<file path="src/hw/rtl/gabb_pkg.sv">
// Shared types and constants for the glyph alpha-blend blit core.
// No dependencies; compile first.
`timescale 1ns / 1ps

package gabb_pkg;

    localparam int GABB_MAX_GLYPH_WIDTH = 256;
    localparam int ROW_W       = 12;
    localparam int COORD_W     = 14;
    localparam int CFG_INDEX_W = 3;
    localparam int CFG_DATA_W  = 24;

    // register indexes on the configuration port
    localparam logic [CFG_INDEX_W-1:0] REG_ORIGIN_X    = 3'd0;
    localparam logic [CFG_INDEX_W-1:0] REG_ORIGIN_Y    = 3'd1;
    localparam logic [CFG_INDEX_W-1:0] REG_GLYPH_WIDTH = 3'd2;
    localparam logic [CFG_INDEX_W-1:0] REG_FG_COLOR    = 3'd3;
    localparam logic [CFG_INDEX_W-1:0] REG_CLIP_LEFT   = 3'd4;
    localparam logic [CFG_INDEX_W-1:0] REG_CLIP_TOP    = 3'd5;
    localparam logic [CFG_INDEX_W-1:0] REG_CLIP_RIGHT  = 3'd6;
    localparam logic [CFG_INDEX_W-1:0] REG_CLIP_BOTTOM = 3'd7;

    typedef struct packed {
        logic signed [12:0] origin_x;
        logic signed [12:0] origin_y;
        logic [8:0]         glyph_width;
        logic [23:0]        fg_color;
        logic [12:0]        clip_left;
        logic [12:0]        clip_top;
        logic [12:0]        clip_right;
        logic [12:0]        clip_bottom;
    } cfg_t;

    // one bitmap word after position lookup
    typedef struct packed {
        logic [7:0]                coverage;
        logic [7:0]                bg_red;
        logic [7:0]                bg_green;
        logic [7:0]                bg_blue;
        logic signed [COORD_W-1:0] pos_x;
        logic signed [COORD_W-1:0] pos_y;
    } stage_t;

endpackage

</file>
<file path="src/hw/rtl/gabb_ifs.sv">
// Stream interfaces for the glyph blit core: bitmap words in, pixel words out.
// No dependencies.
`timescale 1ns / 1ps

interface gabb_bitmap_if;
    logic       valid;
    logic       ready;
    logic [7:0] coverage;
    logic [7:0] bg_red;
    logic [7:0] bg_green;
    logic [7:0] bg_blue;
    logic       glyph_last;

    modport source (output valid, coverage, bg_red, bg_green, bg_blue, glyph_last,
                    input ready);
    modport sink   (input valid, coverage, bg_red, bg_green, bg_blue, glyph_last,
                    output ready);
endinterface

interface gabb_pixel_if;
    logic              valid;
    logic              ready;
    logic              write_pixel;
    logic signed [13:0] pos_x;
    logic signed [13:0] pos_y;
    logic [7:0]        out_red;
    logic [7:0]        out_green;
    logic [7:0]        out_blue;

    modport source (output valid, write_pixel, pos_x, pos_y, out_red, out_green,
                    out_blue, input ready);
    modport sink   (input valid, write_pixel, pos_x, pos_y, out_red, out_green,
                    out_blue, output ready);
endinterface

</file>
<file path="src/hw/rtl/glyph_alpha_blend_blit_core.sv">
// Top level of the glyph alpha-blend blitter with clipping.
// Depends on gabb_pkg, gabb_ifs, gabb_cfg_regs, gabb_raster, gabb_blend.
`timescale 1ns / 1ps

//  channel   role     word contents
//  -------   ------   ----------------------------------------------------------
//  bitmap    sink     coverage, bg_red, bg_green, bg_blue, glyph_last
//  pixel     source   write_pixel, pos_x, pos_y, out_red, out_green, out_blue
//  cfg_*     write    cfg_we, cfg_index, cfg_data (no handshake, no read-back)
//
//  One bitmap word in, one pixel word out, one word per cycle sustained while
//  pixel.ready is high. The input register (with the raster counters) leads to
//  the result register; blend multiplies and clip compares sit between them.
//  A stall on pixel.ready holds the result register, then the input register,
//  then drops bitmap.ready; each stage refills in the cycle it empties.
//  Reset clears the counters and valid flags and presets the cfg registers.

module glyph_alpha_blend_blit_core #(
    parameter int MAX_GLYPH_WIDTH = gabb_pkg::GABB_MAX_GLYPH_WIDTH
) (
    input  logic                              clk,
    input  logic                              rst_n,
    input  logic                              cfg_we,
    input  logic [gabb_pkg::CFG_INDEX_W-1:0]  cfg_index,
    input  logic [gabb_pkg::CFG_DATA_W-1:0]   cfg_data,
    gabb_bitmap_if.sink                       bitmap,
    gabb_pixel_if.source                      pixel
);
    import gabb_pkg::*;

    cfg_t   cfg;
    stage_t stage;
    logic   stage_valid;
    logic   stage_ready;
    logic   take;

    logic                      visible;
    logic                      write_next;
    logic [7:0]                red_mix, green_mix, blue_mix;
    logic signed [COORD_W-1:0] clip_left_s, clip_top_s, clip_right_s, clip_bottom_s;

    logic                      result_valid_reg, result_valid_next;
    logic                      write_reg;
    logic signed [COORD_W-1:0] pos_x_reg, pos_y_reg;
    logic [7:0]                red_reg, green_reg, blue_reg;

    gabb_cfg_regs u_cfg_regs (
        .clk       (clk),
        .rst_n     (rst_n),
        .cfg_we    (cfg_we),
        .cfg_index (cfg_index),
        .cfg_data  (cfg_data),
        .cfg       (cfg)
    );

    gabb_raster #(
        .MAX_GLYPH_WIDTH (MAX_GLYPH_WIDTH)
    ) u_raster (
        .clk         (clk),
        .rst_n       (rst_n),
        .cfg         (cfg),
        .bitmap      (bitmap),
        .stage_ready (stage_ready),
        .stage_valid (stage_valid),
        .stage       (stage)
    );

    // clip bounds are unsigned; widen to the signed coordinate width
    assign clip_left_s   = $signed(COORD_W'(cfg.clip_left));
    assign clip_top_s    = $signed(COORD_W'(cfg.clip_top));
    assign clip_right_s  = $signed(COORD_W'(cfg.clip_right));
    assign clip_bottom_s = $signed(COORD_W'(cfg.clip_bottom));

    // an empty or inverted clip rectangle fails one of these by itself
    assign visible = (stage.pos_x >= clip_left_s) && (stage.pos_x < clip_right_s)
                  && (stage.pos_y >= clip_top_s)  && (stage.pos_y < clip_bottom_s);
    assign write_next = visible && (stage.coverage != 8'd0);

    gabb_blend u_blend_red (
        .fg      (cfg.fg_color[23:16]),
        .bg      (stage.bg_red),
        .alpha   (stage.coverage),
        .blended (red_mix)
    );

    gabb_blend u_blend_green (
        .fg      (cfg.fg_color[15:8]),
        .bg      (stage.bg_green),
        .alpha   (stage.coverage),
        .blended (green_mix)
    );

    gabb_blend u_blend_blue (
        .fg      (cfg.fg_color[7:0]),
        .bg      (stage.bg_blue),
        .alpha   (stage.coverage),
        .blended (blue_mix)
    );

    // result register frees up when empty or when its word is taken
    assign stage_ready = !result_valid_reg || pixel.ready;
    assign take        = stage_valid && stage_ready;

    always_comb
    begin
        result_valid_next = result_valid_reg;
        if (pixel.ready)
            result_valid_next = 1'b0;
        if (take)
            result_valid_next = 1'b1;
    end

    always_ff @(posedge clk or negedge rst_n)
    begin
        if (!rst_n)
            result_valid_reg <= 1'b0;
        else
            result_valid_reg <= result_valid_next;
    end

    // payload: load on take, hold otherwise; unwritten pixels carry black
    always_ff @(posedge clk)
    begin
        if (take)
        begin
            write_reg <= write_next;
            pos_x_reg <= stage.pos_x;
            pos_y_reg <= stage.pos_y;
            red_reg   <= write_next ? red_mix   : 8'd0;
            green_reg <= write_next ? green_mix : 8'd0;
            blue_reg  <= write_next ? blue_mix  : 8'd0;
        end
    end

    assign pixel.valid       = result_valid_reg;
    assign pixel.write_pixel = write_reg;
    assign pixel.pos_x       = pos_x_reg;
    assign pixel.pos_y       = pos_y_reg;
    assign pixel.out_red     = red_reg;
    assign pixel.out_green   = green_reg;
    assign pixel.out_blue    = blue_reg;

endmodule

</file>
<file path="src/hw/rtl/gabb_cfg_regs.sv">
// Configuration register file for the glyph blit core.
// Depends on gabb_pkg.
`timescale 1ns / 1ps

module gabb_cfg_regs (
    input  logic                              clk,
    input  logic                              rst_n,
    input  logic                              cfg_we,
    input  logic [gabb_pkg::CFG_INDEX_W-1:0]  cfg_index,
    input  logic [gabb_pkg::CFG_DATA_W-1:0]   cfg_data,
    output gabb_pkg::cfg_t                    cfg
);
    import gabb_pkg::*;

    cfg_t cfg_reg;
    cfg_t cfg_next;

    always_comb
    begin
        cfg_next = cfg_reg;
        if (cfg_we)
        begin
            unique case (cfg_index)
                REG_ORIGIN_X:    cfg_next.origin_x    = $signed(cfg_data[12:0]);
                REG_ORIGIN_Y:    cfg_next.origin_y    = $signed(cfg_data[12:0]);
                REG_GLYPH_WIDTH: cfg_next.glyph_width = cfg_data[8:0];
                REG_FG_COLOR:    cfg_next.fg_color    = cfg_data[23:0];
                REG_CLIP_LEFT:   cfg_next.clip_left   = cfg_data[12:0];
                REG_CLIP_TOP:    cfg_next.clip_top    = cfg_data[12:0];
                REG_CLIP_RIGHT:  cfg_next.clip_right  = cfg_data[12:0];
                REG_CLIP_BOTTOM: cfg_next.clip_bottom = cfg_data[12:0];
                default:         cfg_next = cfg_reg;
            endcase
        end
    end

    always_ff @(posedge clk or negedge rst_n)
    begin
        if (!rst_n)
        begin
            cfg_reg.origin_x    <= '0;
            cfg_reg.origin_y    <= '0;
            cfg_reg.glyph_width <= 9'd1;
            cfg_reg.fg_color    <= '0;
            cfg_reg.clip_left   <= '0;
            cfg_reg.clip_top    <= '0;
            cfg_reg.clip_right  <= 13'd4096;
            cfg_reg.clip_bottom <= 13'd4096;
        end
        else
        begin
            cfg_reg <= cfg_next;
        end
    end

    assign cfg = cfg_reg;

endmodule

</file>
<file path="src/hw/rtl/gabb_raster.sv">
// Input register and raster counters: tags each bitmap word with its screen position.
// Depends on gabb_pkg and gabb_ifs.
`timescale 1ns / 1ps

module gabb_raster #(
    parameter int MAX_GLYPH_WIDTH = gabb_pkg::GABB_MAX_GLYPH_WIDTH
) (
    input  logic            clk,
    input  logic            rst_n,
    input  gabb_pkg::cfg_t  cfg,
    gabb_bitmap_if.sink     bitmap,
    input  logic            stage_ready,
    output logic            stage_valid,
    output gabb_pkg::stage_t stage
);
    import gabb_pkg::*;

    localparam int CW     = (MAX_GLYPH_WIDTH > 1) ? $clog2(MAX_GLYPH_WIDTH) : 1;
    localparam int WW_MIN = $clog2(MAX_GLYPH_WIDTH + 1);
    localparam int WW     = (WW_MIN > 9) ? WW_MIN : 9;

    logic [CW-1:0]    column_reg, column_next;
    logic [ROW_W-1:0] row_reg, row_next;
    logic             stage_valid_reg, stage_valid_next;
    stage_t           stage_reg, stage_next;
    logic             accept;
    logic [WW-1:0]    width_raw;
    logic [WW-1:0]    width_eff;
    logic [WW-1:0]    column_inc;

    assign bitmap.ready = !stage_valid_reg || stage_ready;
    assign accept       = bitmap.valid && bitmap.ready;

    // clamp the glyph width to 1..MAX_GLYPH_WIDTH
    assign width_raw  = WW'(cfg.glyph_width);
    assign column_inc = WW'(column_reg) + WW'(1);

    always_comb
    begin
        priority if (width_raw == '0)
            width_eff = WW'(1);
        else if (width_raw > WW'(MAX_GLYPH_WIDTH))
            width_eff = WW'(MAX_GLYPH_WIDTH);
        else
            width_eff = width_raw;
    end

    always_comb
    begin
        column_next = column_reg;
        row_next    = row_reg;
        if (accept)
        begin
            priority if (bitmap.glyph_last)
            begin
                column_next = '0;
                row_next    = '0;
            end
            else if (column_inc >= width_eff)
            begin
                column_next = '0;
                row_next    = row_reg + ROW_W'(1);
            end
            else
            begin
                column_next = column_inc[CW-1:0];
            end
        end
    end

    always_comb
    begin
        stage_next          = stage_reg;
        stage_valid_next    = stage_valid_reg;
        if (stage_ready)
            stage_valid_next = 1'b0;
        if (accept)
        begin
            stage_valid_next    = 1'b1;
            stage_next.coverage = bitmap.coverage;
            stage_next.bg_red   = bitmap.bg_red;
            stage_next.bg_green = bitmap.bg_green;
            stage_next.bg_blue  = bitmap.bg_blue;
            stage_next.pos_x    = COORD_W'(cfg.origin_x)
                                + $signed(COORD_W'(column_reg));
            stage_next.pos_y    = COORD_W'(cfg.origin_y)
                                + $signed(COORD_W'(row_reg));
        end
    end

    always_ff @(posedge clk or negedge rst_n)
    begin
        if (!rst_n)
        begin
            column_reg      <= '0;
            row_reg         <= '0;
            stage_valid_reg <= 1'b0;
        end
        else
        begin
            column_reg      <= column_next;
            row_reg         <= row_next;
            stage_valid_reg <= stage_valid_next;
        end
    end

    always_ff @(posedge clk)
    begin
        stage_reg <= stage_next;
    end

    assign stage_valid = stage_valid_reg;
    assign stage       = stage_reg;

endmodule

</file>
<file path="src/hw/rtl/gabb_blend.sv">
// One color channel of the rounded alpha blend, (fg*a + bg*(255-a) + 127) / 255.
// No dependencies.
`timescale 1ns / 1ps

module gabb_blend (
    input  logic [7:0] fg,
    input  logic [7:0] bg,
    input  logic [7:0] alpha,
    output logic [7:0] blended
);
    logic [7:0]  alpha_inv;
    logic [15:0] fg_term;
    logic [15:0] bg_term;
    logic [16:0] sum;
    logic [16:0] quot;

    assign alpha_inv = 8'hFF - alpha;
    assign fg_term   = 16'(fg) * 16'(alpha);
    assign bg_term   = 16'(bg) * 16'(alpha_inv);
    assign sum       = 17'(fg_term) + 17'(bg_term) + 17'd127;

    // divide by 255: exact for sums below 255*256
    assign quot    = sum + (sum >> 8) + 17'd1;
    assign blended = quot[15:8];

endmodule

</file>
<file path="src/flat_wrapper.sv">
// flat-port wrapper written by rule: the top's interface ports become plain ports
module glyph_alpha_blend_blit_core_flat import gabb_pkg::*;
#(
    parameter int MAX_GLYPH_WIDTH = gabb_pkg::GABB_MAX_GLYPH_WIDTH
)
  (clk, rst_n, cfg_we, cfg_index, cfg_data, bitmap_valid, bitmap_coverage, bitmap_bg_red, bitmap_bg_green, bitmap_bg_blue, bitmap_glyph_last, bitmap_ready, pixel_valid, pixel_write_pixel, pixel_pos_x, pixel_pos_y, pixel_out_red, pixel_out_green, pixel_out_blue, pixel_ready);
  gabb_bitmap_if bitmap_i ();
  gabb_pixel_if pixel_i ();
  input  logic clk;
  input  logic rst_n;
  input  logic cfg_we;
  input  logic [gabb_pkg::CFG_INDEX_W-1:0] cfg_index;
  input  logic [gabb_pkg::CFG_DATA_W-1:0] cfg_data;
  input wire logic [$bits(bitmap_i.valid)-1:0] bitmap_valid;
  input wire logic [$bits(bitmap_i.coverage)-1:0] bitmap_coverage;
  input wire logic [$bits(bitmap_i.bg_red)-1:0] bitmap_bg_red;
  input wire logic [$bits(bitmap_i.bg_green)-1:0] bitmap_bg_green;
  input wire logic [$bits(bitmap_i.bg_blue)-1:0] bitmap_bg_blue;
  input wire logic [$bits(bitmap_i.glyph_last)-1:0] bitmap_glyph_last;
  output wire logic [$bits(bitmap_i.ready)-1:0] bitmap_ready;
  output wire logic [$bits(pixel_i.valid)-1:0] pixel_valid;
  output wire logic [$bits(pixel_i.write_pixel)-1:0] pixel_write_pixel;
  output wire logic [$bits(pixel_i.pos_x)-1:0] pixel_pos_x;
  output wire logic [$bits(pixel_i.pos_y)-1:0] pixel_pos_y;
  output wire logic [$bits(pixel_i.out_red)-1:0] pixel_out_red;
  output wire logic [$bits(pixel_i.out_green)-1:0] pixel_out_green;
  output wire logic [$bits(pixel_i.out_blue)-1:0] pixel_out_blue;
  input wire logic [$bits(pixel_i.ready)-1:0] pixel_ready;
  assign bitmap_i.valid = bitmap_valid;
  assign bitmap_i.coverage = bitmap_coverage;
  assign bitmap_i.bg_red = bitmap_bg_red;
  assign bitmap_i.bg_green = bitmap_bg_green;
  assign bitmap_i.bg_blue = bitmap_bg_blue;
  assign bitmap_i.glyph_last = bitmap_glyph_last;
  assign bitmap_ready = bitmap_i.ready;
  assign pixel_valid = pixel_i.valid;
  assign pixel_write_pixel = pixel_i.write_pixel;
  assign pixel_pos_x = pixel_i.pos_x;
  assign pixel_pos_y = pixel_i.pos_y;
  assign pixel_out_red = pixel_i.out_red;
  assign pixel_out_green = pixel_i.out_green;
  assign pixel_out_blue = pixel_i.out_blue;
  assign pixel_i.ready = pixel_ready;
  glyph_alpha_blend_blit_core #(.MAX_GLYPH_WIDTH(MAX_GLYPH_WIDTH)) u_core (.clk(clk), .rst_n(rst_n), .cfg_we(cfg_we), .cfg_index(cfg_index), .cfg_data(cfg_data), .bitmap(bitmap_i), .pixel(pixel_i));
endmodule
</file>
<file path="config.mk">
export PLATFORM = sky130hd
export DESIGN_NAME = glyph_alpha_blend_blit_core_flat
export DESIGN_NICKNAME = d
export VERILOG_FILES = /design/src/hw/rtl/gabb_pkg.sv /design/src/hw/rtl/gabb_ifs.sv /design/src/hw/rtl/glyph_alpha_blend_blit_core.sv /design/src/hw/rtl/gabb_cfg_regs.sv /design/src/hw/rtl/gabb_raster.sv /design/src/hw/rtl/gabb_blend.sv /design/src/flat_wrapper.sv
export SDC_FILE = /design/constraint.sdc
export NUM_CORES = 1
export LEC_CHECK = 0
export ABC_AREA = 1
export BUFFER_PORTS_ARGS = -buffer_cell sky130_fd_sc_hd__clkbuf_2
export CAP_MARGIN = 20
export CORE_MARGIN = 4
export CORE_UTILIZATION = 55
export CTS_CLUSTER_SIZE = 20
export DETAILED_ROUTE_END_ITERATION = 10
export PLACE_DENSITY = 0.72
export SETUP_SLACK_MARGIN = 0.02
export SYNTH_ARGS = -nofsm -noshare
export SYNTH_HDL_FRONTEND = slang
export SYNTH_HIERARCHICAL = 1
export SYNTH_SLANG_ARGS = --single-unit
</file>
<file path="constraint.sdc">
create_clock -name clk -period 13.63 [get_ports clk]
set_clock_uncertainty 0.1 [all_clocks]
set_input_delay 0.6815 -clock clk [delete_from_list [all_inputs] [get_ports clk]]
set_output_delay 0.6815 -clock clk [all_outputs]
set_load 0.02 [all_outputs]
</file>
# Yosys cells after proc, flatten, opt, wreduce, memory -nomap -nowiden

Cells that the tools add are included.

Add/sub/neg operators: 17
$mul: 6
Magnitude comparators: 6
Equal/unequal tests: 7
Muxes and demuxes: 10
Reductions and logical operators: 25

Operators with widths:

| kind                                           | count |
|---|---|
| multiplier 8 x 8 -> 16 bit                     | 6 |
| adder 16 x 16 -> 17 bit                        | 3 |
| adder 17 x 7 -> 17 bit (second input constant) | 3 |
| adder 16 x 1 -> 16 bit (second input constant) | 3 |
| adder 16 x 9 -> 16 bit                         | 3 |
| >= comparator 14 bit                           | 2 |
| less-than comparator 14 bit                    | 2 |
| two-way mux 12 bit                             | 2 |
| two-way mux 9 bit                              | 2 |
| AND reduction 2 bit                            | 9 |
| two-way mux 8 bit                              | 2 |
| adder 13 x 13 -> 14 bit                        | 1 |
| adder 13 x 9 -> 14 bit                         | 1 |
| adder 12 x 1 -> 12 bit (second input constant) | 1 |
| == test 3 bit (second input constant)          | 4 |
| adder 8 x 1 -> 9 bit (second input constant)   | 1 |
| >= comparator 9 bit                            | 1 |
| > comparator 9 bit (second input constant)     | 1 |
| zero test 9 bit                                | 1 |
| nonzero test 8 bit                             | 1 |
| subtractor 8 bit (first input constant)        | 1 |
| == test 3 x 2 -> 1 bit (second input constant) | 2 |
| logical AND 1 bit                              | 6 |
| nonzero test 2 bit                             | 3 |
| other kinds (5)                                | 10 |

Bits in registers: 246
Output and inout port bits: 55
Logic and storage cells: 95

# Longest topological paths before layout

Gate-level depths: netlist (run 1).

Depth in word-level cells: 6
Depth in mapped cells: 40

# By module

Netlist (run 1), hierarchy kept.

By module, submodules not included:

| module                            | instances | cells each | area each (um2) |
|---|---|---|---|
| gabb_blend (u_core.u_blend_green) | 1         | 732        | 5,255.0 |
| gabb_blend (u_core.u_blend_blue)  | 1         | 735        | 5,197.5 |
| gabb_blend (u_core.u_blend_red)   | 1         | 720        | 5,197.5 |
| gabb_raster                       | 1         | 493        | 4,524.3 |
| gabb_cfg_regs                     | 1         | 502        | 4,347.9 |
| glyph_alpha_blend_blit_core       | 1         | 372        | 3,378.2 |

# Least setup slack after synthesis (run 1)

Ideal clock, no wire load.

Path type: flip-flop to flip-flop
From: register u_core.u_raster.stage_reg, in the netlist u_core/u_raster/stage[59]
To: register u_core.green_reg[7], in the netlist u_core/pixel.out_green[7] (data pin)
Library setup time: 0.254 ns
Arrival: 6.744 ns
Path slack: 6.532 ns
Cell stages (with the launch flop): 33
Cells stage by stage: edfxtp_1 clkbuf_1 nor2_1 fa_1 fa_1 inv_1 fa_1 fa_1 inv_1 fa_1 inv_1 fa_1 inv_1 ha_1 nand2_1 inv_1 a21oi_1 nand3_2 nand2_1 a21oi_1 or2_2 xor2_1 inv_1 ha_1 nand2_1 inv_1 nand3_1 nor3_2 nand2_1 nand3_1 nand2_1 inv_1 nor2_1

Cells in the longest elaborated chain, start to end: 6
Elaborated cells between the ends (all ways): 9
Classes of those cells: add/sub: 5; mul: 2; reduce/logical: 2

RTL lines:

| what                        | RTL line                           | source |
|---|---|---|
| start: declaration          | gabb_raster.sv:25                  | `stage_t stage_reg, stage_next;` |
| start signal: assignment    | gabb_raster.sv:109                 | `stage_reg <= stage_next;` |
| subtractor 8 bit            | gabb_blend.sv:17                   | `assign alpha_inv = 8'hFF - alpha;` |
| multiplier 8 x 8 -> 16 bit  | gabb_blend.sv:19                   | `assign bg_term = 16'(bg) * 16'(alpha_inv);` |
| adder 16 x 16 -> 17 bit (*) | gabb_blend.sv:20                   | `assign sum = 17'(fg_term) + 17'(bg_term) + 17'd127;` |
| adder 17 x 7 -> 17 bit (*)  | gabb_blend.sv:20                   |  |
| adder 16 x 9 -> 16 bit (*)  | gabb_blend.sv:23                   | `assign quot = sum + (sum >> 8) + 17'd1;` |
| adder 16 x 1 -> 16 bit (*)  | gabb_blend.sv:23                   |  |
| net u_core.green_mix[7]     | glyph_alpha_blend_blit_core.sv:39  | `logic [7:0] red_mix, green_mix, blue_mix;` |
| end signal: assignment      | glyph_alpha_blend_blit_core.sv:130 | `green_reg <= write_next ? green_mix : 8'd0;` |
| end: declaration            | glyph_alpha_blend_blit_core.sv:45  | `logic [7:0] red_reg, green_reg, blue_reg;` |

Mark *: on every way through the listed nets, which the timed path passes. The rest lies on a longest branch.
A chain may end at the register's enable or synchronous reset.

# Worst setup path in the final report (run 1)

From: register u_core.u_raster.stage_reg, in the netlist u_core/u_raster/stage[56]
To: register u_core.green_reg[7], in the netlist u_core/pixel.out_green[7] (data pin)

The elaborated chain is that of the path after synthesis.

==> results of run 1 <==
-- worst reg2reg max path: cells and delay by family, from the launching register on --
| kind | cells | cell delay [ns] |
|---|---|---|
| DFF | 1 | 0.77 |
| and+or+nand+nor | 15 | 1.62 |
| xor gates and xnor gates | 1 | 0.17 |
| buffers and inverters | 9 | 0.98 |
| adders and majority gates | 8 | 3.80 |
| AOI/OAI and AO/OA | 1 | 0.07 |
-- metal layers --
layer	routed length [um]	global-route usage
met5	22	0
met4	2060	0.0732
met3	3980	0.0333
met2	31400	0.424
met1	28700	0.332
-- synthesized netlist by cell type (3+ instances only) --
cell type  count  share of area
nand2_1     1081           0.15
inv_1        835           0.11
fa_1         314           0.23
ha_1         276           0.12
nor2_1       235          0.032
nand3_1      183          0.033
dfrtp_1      130           0.12
edfxtp_1     113           0.12
a21oi_1       76          0.014
clkbuf_1      54         0.0073
nand4_1       42         0.0094
nor2_2        27         0.0061
xor2_1        27         0.0085
nand2_2       19         0.0043
xnor2_1       18         0.0057
o21ai_0       17         0.0030
buf_2         16         0.0029
clkbuf_2      10         0.0018
nand3_2        9         0.0032
buf_6          5         0.0020
inv_2          5        0.00067
nand2_4        5         0.0020
nand3b_1       4         0.0011
nor3_1         4        0.00072
nor3_2         4         0.0014
o21ai_1        4        0.00072
xor2_2         4         0.0023
a31oi_1        3        0.00067
dfstp_2        3         0.0028
nor2_4         3         0.0012
o21bai_1       3        0.00081
-- logic make-up (layout without fill, tap and decap cells) --
group                    Yosys count  after routing  share of synthesized area
flip-flops                       246            246                      0.241
XOR/XNOR                          51             51                     0.0180
AND/OR/NAND/NOR                 1625           1625                      0.242
adder cells (fa/ha/maj)          590            590                      0.349
buffers and inverters            927           1028                      0.127
AO/OA/AOI/OAI                    115            115                     0.0223
-- metrics by stage --
stage	instances	util
5_1_grt	4327	0.598
2_1_floorplan	3554	-
6_report	4327	0.598
4_1_cts	4326	0.598
3_5_place_dp	4272	0.579
3_3_place_gp	4272	0.579
-- how the worst min path moves through the flow --
stage / startpoint / to / slack (ns) / depth (start not counted)
after floorplan: rst_n / u_core/pixel.valid / 0.29 / 0
after global routing: rst_n / u_core/u_raster/row_reg[5] / 0.11 / 1
after CTS: rst_n / u_core/u_raster/row_reg[6] / 0.08 / 1
after detailed placement: u_core/u_cfg_regs/cfg[12] / u_core/u_cfg_regs/cfg[12] / 0.36 / 2
final: rst_n / u_core/u_raster/row_reg[5] / 0.05 / 1
after global placement: u_core/u_cfg_regs/cfg[12] / u_core/u_cfg_regs/cfg[12] / 0.35 / 2
-- cell type report --
cell class	count	area [um^2]	share of cell area
tap	672	841	0.0280
clock inverter	21	199	0.00663
clock buffer	33	741	0.0247
multi-input combinational	2381	17600	0.588
timing repair buffer	133	714	0.0238
sequential	246	6730	0.224
inverter	841	3160	0.105
==> summary.md, run 1 <==
| Metric | Value |
|---|---|
| Final hold vios | `0` |
| Cts repair resizes | `0` |
| Dpl hpwl | `51,400 um` |
| Nets | `4,287` |
| GRT overflow | `0` |
| Area grow syn2layout | `7.57%` |
| DRT Pass-1 Iters | `7` |
| GP Congestion | `0.920` |
| Yosys warnings | `6` |
| Most common cell after layout, fill and taps aside | `nand2_1` |
| Max transition margin | `0.316` |
| Synthesized area | `27,900 um^2` |
| Postcts setup bufs | `0` |
| Post-layout worst setup margin | `5.87 ns` |
| Fmax | `129 MHz` |
| Register-to-register setup slack | `5.87 ns` |
| Sinks on Clock Net | `246` |
| Initial antenna violation count | `2` |
| Placed instance area | `29,100 um^2` |
| Tmin final | `7.76 ns` |
| Setup TNS | `0 ns` |
| Post-synthesis sequential area ratio | `0.241` |
| CTS buffer count | `29` |
| Max Cap Viol | `0` |
| CP Buf/Inv Count | `9` |
| Final Setup Violations | `0` |
| Worst slew pin tran | `1.02 ns` |
| Rows | `82` |
| Ys flop type | `dfrtp_1` |
| Port Buffers | `119` |
| # diodes | `0` |
| Worst Setup Start Kind | `flop` |
| Avg WL per Cell | `15.3 um` |
| Initial Util | `0.556` |
| Setup crit start | `u_core/u_raster/stage[56]` |
| RR Startpoint | `u_core/u_raster/stage[56]` |
| Global-route wire length before repair | `109,000 um` |
| Setup CP Type | `flop to flop` |
| FILL cells | `4,600` |
| DR DRC count | `0` |
| Worst-Skew Late Latency | `0.59 ns` |
| Number of H-tree levels | `1` |
| Max reg flops | `111` |
| CP Max Fanout | `31` |
| CTS tree | `built` |
| Final Max Slew Viols | `0` |
| CP arrival | `7.99 ns` |
| Worst path slowest cell | `edfxtp_1` |
| Place WS | `5.86 ns` |
| Fraction of registers with async set/reset | `0.541` |
| Syn avg cell area | `7.85 um^2` |
| RSZ-0062 raised after global routing | `no` |
| Longest Clk Path Bufs | `3` |
| Outcome | `completed` |
| Number of global-route vias before repair | `21.9k` |
| Post-synth EDFFs | `113` |
| Via count | `22.0k` |
| ANT nets after route | `0` |
| Family with the most delay on the worst path | `adder cells` |
| Die Y | `233 um` |
| Drt total wl | `66,100 um` |
| Worst R2R Path Depth | `34` |
| Final Cycle Share | `0.569` |
| Initial DRC Count | `1,381` |
| Post-CTS Hold Fix Bufs | `0` |
| Root buf cell | `clkbuf_16` |
| Clock-pin slew on the worst setup and hold paths | `0.06 ns` |
| Slowest stage delay, CP | `0.77 ns` |
| GR Util All Layers | `0.249` |
| CP endpoint kind | `flop` |
| Netlist cell types | `49` |
| Die area | `54,400 um^2` |
| Critical path capture point | `u_core/pixel.out_green[7]` |
| R2r endpoint | `u_core/pixel.out_green[7]` |
| Yosys reg bits | `246` |
| CP required | `13.86 ns` |
| Hold Worst Slack | `0.0515 ns` |
| Pin count of the biggest net entering global routing | `91` |
| Post-synthesis cell count | `3,554` |
| Die Wd | `233 um` |
| CP Depth | `34` |
| Syn_nets | `4,209` |
| Via density per instance | `5.07` |
| Most frequent cells in the layout | `nand2_1, inv_1, fa_1` |
| Layout cells sized above 1 | `0.0744` |
| Core Region | `50,200 um^2` |
| I/O Pins | `120` |
| Post-route cell area | `30,000 um^2` |
| Worst hold path type | `input pin to async pin` |
Power of run 1 is not shown: default switching activity piles up to over one toggle a cycle in this logic, so the estimate is an artifact.
==> inputs of run 2 (changes only) <==
--- a/config.mk
+++ b/config.mk
@@ -5,14 +5,14 @@
 export SDC_FILE = /design/constraint.sdc
 export NUM_CORES = 1
 export LEC_CHECK = 0
-export ABC_AREA = 1
+export ABC_AREA = 0
 export BUFFER_PORTS_ARGS = -buffer_cell sky130_fd_sc_hd__clkbuf_2
 export CAP_MARGIN = 20
 export CORE_MARGIN = 4
 export CORE_UTILIZATION = 55
 export CTS_CLUSTER_SIZE = 20
 export DETAILED_ROUTE_END_ITERATION = 10
-export PLACE_DENSITY = 0.72
+export PLACE_DENSITY = 0.75
 export SETUP_SLACK_MARGIN = 0.02
 export SYNTH_ARGS = -nofsm -noshare
 export SYNTH_HDL_FRONTEND = slang
==> constraint.sdc (replaced) <==
create_clock -name clk -period 6.5 [get_ports clk]
set_clock_uncertainty 0.1 [all_clocks]
set_input_delay 0.325 -clock clk [delete_from_list [all_inputs] [get_ports clk]]
set_output_delay 0.325 -clock clk [all_outputs]
set_load 0.02 [all_outputs]
==> summary.md, run 2 <==
| Metric | Value |
|---|---|
| Cell count of the worst hold path | `2` |
| GP Congestion | `0.914 (was 0.920)` |
| Max transition margin | `0.304 (was 0.316)` |
| DRT Pass-1 Iters | `7 (unchanged)` |
| Failing checks | `setup timing` |
| Yosys reg bits | `246 (unchanged)` |
| Core Region | `49,400 um^2 (was 50,200 um^2)` |
| Global-route wire length before repair | `116,000 um (was 109,000 um)` |
| CP Max Fanout | `7 (was 31)` |
| Max Cap Viol | `0 (unchanged)` |
| Worst path slowest cell | `fa_1 (was edfxtp_1)` |
| Post-synth top cells | `inv_1, fa_1, ha_1 (was nand2_1, inv_1, fa_1)` |
| Die area | `54,000 um^2 (was 54,400 um^2)` |
| Final Max Slew Viols | `0 (unchanged)` |
| Post-synth EDFFs | `113 (unchanged)` |
| GRT overflow | `0 (unchanged)` |
| Most common cell after layout, fill and taps aside | `inv_1 (was nand2_1)` |
| Initial Util | `0.561 (was 0.556)` |
| Root buf cell | `clkbuf_16 (unchanged)` |
| Number of H-tree levels | `1 (unchanged)` |
| Die Wd | `232 um (was 233 um)` |
| Crit-path most repeated cell | `fa_1` |
| Worst-Skew Late Latency | `0.59 ns (about the same)` |
| Final Setup Violations | `24 (was 0)` |
| I/O Pins | `120 (unchanged)` |
| Tmin final | `7.78 ns (was 7.76 ns)` |
| CP endpoint kind | `flop (unchanged)` |
| Via density per instance | `5.46 (was 5.07)` |
| Area grow syn2layout | `20.3% (was 7.57%)` |
| Layout cells sized above 1 | `0.252 (was 0.0744)` |
| Syn_nets | `3,336 (was 4,209)` |
| Post-synthesis cell count | `2,681 (was 3,554)` |
| Clock-pin slew on the worst setup and hold paths | `0.07 ns (was 0.06 ns)` |
| Post-layout worst setup margin | `-1.28 ns (was 5.87 ns)` |
| Fmax | `128 MHz (was 129 MHz)` |
| Yosys warnings | `6 (unchanged)` |
| Initial antenna violation count | `5 (was 2)` |
| Pin count of the biggest net entering global routing | `71 (was 91)` |
| Ys flop type | `dfrtp_1 (unchanged)` |
| Avg WL per Cell | `18.2 um (was 15.3 um)` |
| CTS buffer count | `28 (was 29)` |
| Port Buffers | `119 (unchanged)` |
| Synth top area cells | `fa_1, ha_1, edfxtp_1 (was fa_1, nand2_1, ha_1)` |
| CP required | `6.81 ns (was 13.86 ns)` |
| Area occupied by multi-input gates | `19,200 um^2 (was 17,600 um^2)` |
| Register-to-register setup slack | `-1.28 ns (was 5.87 ns)` |
| Count leader, synth | `inv_1 (was nand2_1)` |
| Worst R2R Path Depth | `32 (was 34)` |
| Worst Setup Start Kind | `flop (unchanged)` |
| Final hold vios | `0 (unchanged)` |
| Final Non-Filler Cells | `3,847 (was 4,327)` |
| CP arrival | `8.10 ns (was 7.99 ns)` |
| Family with the most delay on the worst path | `adder cells (unchanged)` |
| DR DRC count | `0 (unchanged)` |
| Sinks on Clock Net | `246 (unchanged)` |
| Number of global-route vias before repair | `23.0k (was 21.9k)` |
| RR Startpoint | `u_core/u_raster/stage[58] (was u_core/u_raster/stage[56])` |
| Via count | `21.0k (was 22.0k)` |
| CP Buf/Inv Count | `6 (was 9)` |
| Cell taking the most area after synthesis | `fa_1 (unchanged)` |
| Post-synthesis sequential area ratio | `0.243 (was 0.241)` |
| Yosys top cell area share | `0.227 (was 0.225)` |
| Die Y | `232 um (was 233 um)` |
| Initial DRC Count | `1,406 (was 1,381)` |
| Longest Clk Path Bufs | `3 (unchanged)` |
| RSZ-0062 raised after global routing | `yes (was no)` |
| Final Cycle Share | `1.20 (was 0.569)` |
| Cells after DPL | `3,726 (was 4,272)` |
| Rows | `81 (was 82)` |
| Netlist cell types | `125 (was 49)` |
| Hold_sp | `cfg_data[12]` |
| Max reg flops | `111 (unchanged)` |
| Worst hold path type | `input pin to flop (was input pin to async pin)` |
| Nets | `3,810 (was 4,287)` |
| Most frequent cells in the layout | `inv_1, buf_4, fa_1 (was nand2_1, inv_1, fa_1)` |
| Dpl hpwl | `55,000 um (was 51,400 um)` |
| R2r endpoint | `u_core/pixel.out_blue[7] (was u_core/pixel.out_green[7])` |
| GR Util All Layers | `0.266 (was 0.249)` |
| Hold EP | `u_core/u_cfg_regs/cfg[64]` |
| Setup CP Type | `flop to flop (unchanged)` |
| Synthesized area | `27,700 um^2 (was 27,900 um^2)` |
| Slowest stage delay, CP | `0.54 ns (was 0.77 ns)` |
| Fraction of registers with async set/reset | `0.541 (unchanged)` |
| ANT nets after route | `0 (unchanged)` |
| Hold Worst Slack | `0.0817 ns (was 0.0515 ns)` |
| Syn avg cell area | `10.3 um^2 (was 7.85 um^2)` |
| FILL cells | `3,763 (was 4,600)` |
| Register area | `6730 um^2 (unchanged)` |
| Drt total wl | `70,200 um (was 66,100 um)` |
| Worst slew pin tran | `1.04 ns (was 1.02 ns)` |
| CTS tree | `built (unchanged)` |
| Outcome | `complete, but fails checks (was completed)` |
[run 2: cell count changes in the layout (fill, tap and decap cells not counted), moves of 98 or more]
cell,previous run,this run
nand2b_1,0,103
nand3_1,183,26
buf_4,13,338
mux2_2,0,104
nand2_1,1081,169
nor2_1,234,65
inv_1,835,470
nor2b_1,0,115
and2_1,0,98
[run 2: worst max path at each step]
stage | startpoint | endpoint | slack, ns | cells past startpoint
global placement | u_core/u_raster/stage[57] | u_core/pixel.out_green[7] | -1.12 | 32
finish | u_core/u_raster/stage[58] | u_core/pixel.out_blue[7] | -1.28 | 32
floorplan | u_core/u_raster/stage[58] | u_core/pixel.out_blue[5] | -1.25 | 32
CTS | u_core/u_raster/stage[53] | u_core/pixel.out_green[1] | -1.20 | 28
global route | u_core/u_raster/stage[53] | u_core/pixel.out_green[0] | -1.63 | 28
detailed placement | u_core/u_raster/stage[53] | u_core/pixel.out_blue[5] | -1.33 | 30
[run 2: metal layers]
metal / up-vias / global-route usage / routed length (um)
met1: 10500 / 0.346 / 29300
met4: 0 / 0.0775 / 2210
met3: 126 / 0.0363 / 3480
met2: 574 / 0.468 / 35200
met5: - / 0 / 0
li1: 9839 / - / -
[run 2: cell type report]
cell class / instances / area share
timing repair buffer: 520 / 0.116
multi-input combinational: 1879 / 0.576
clock inverter: 16 / 0.00447
sequential: 246 / 0.202
tap: 664 / 0.0250
antenna: 6 / 0.000451
inverter: 480 / 0.0541
clock buffer: 36 / 0.0222
[run 2: cell families (layout without fill, tap and decap cells)]
kind of cell,Yosys count,after routing,share of synthesized area
xor gates and xnor gates,74,74,0.0254
and+or+nand+nor,763,763,0.160
buffers and inverters,556,1052,0.0798
adders and majority gates,590,590,0.352
AOI/OAI and AO/OA,331,331,0.0912
other,0,6,0
muxes,121,121,0.0489
DFF,246,246,0.243
[run 2: what timing repair did]
item / in CTS / in global routing
pin swaps: 17 / 21
resized for setup: 30 / 31
endpoints found under the setup margin: 24 / 24
endpoints found under the hold margin: 108 / 0
hold buffers: 46 / 0
buffers inserted: 11 / 6
[run 2: per-stage QoR]
step / setup slack, ns / setup TNS, ns / utilization / area, um^2
floorplan: -1.25 / -22.30 / - / 27900
global placement: -1.12 / -23.43 / 0.638 / 31500
detailed placement: -1.33 / -27.60 / 0.638 / 31500
CTS: -1.20 / -25.60 / 0.670 / 33100
global route: -1.63 / -35.76 / 0.675 / 33300
finish: -1.28 / -26.32 / 0.675 / 33300
Power of run 2 is left out for the same reason.
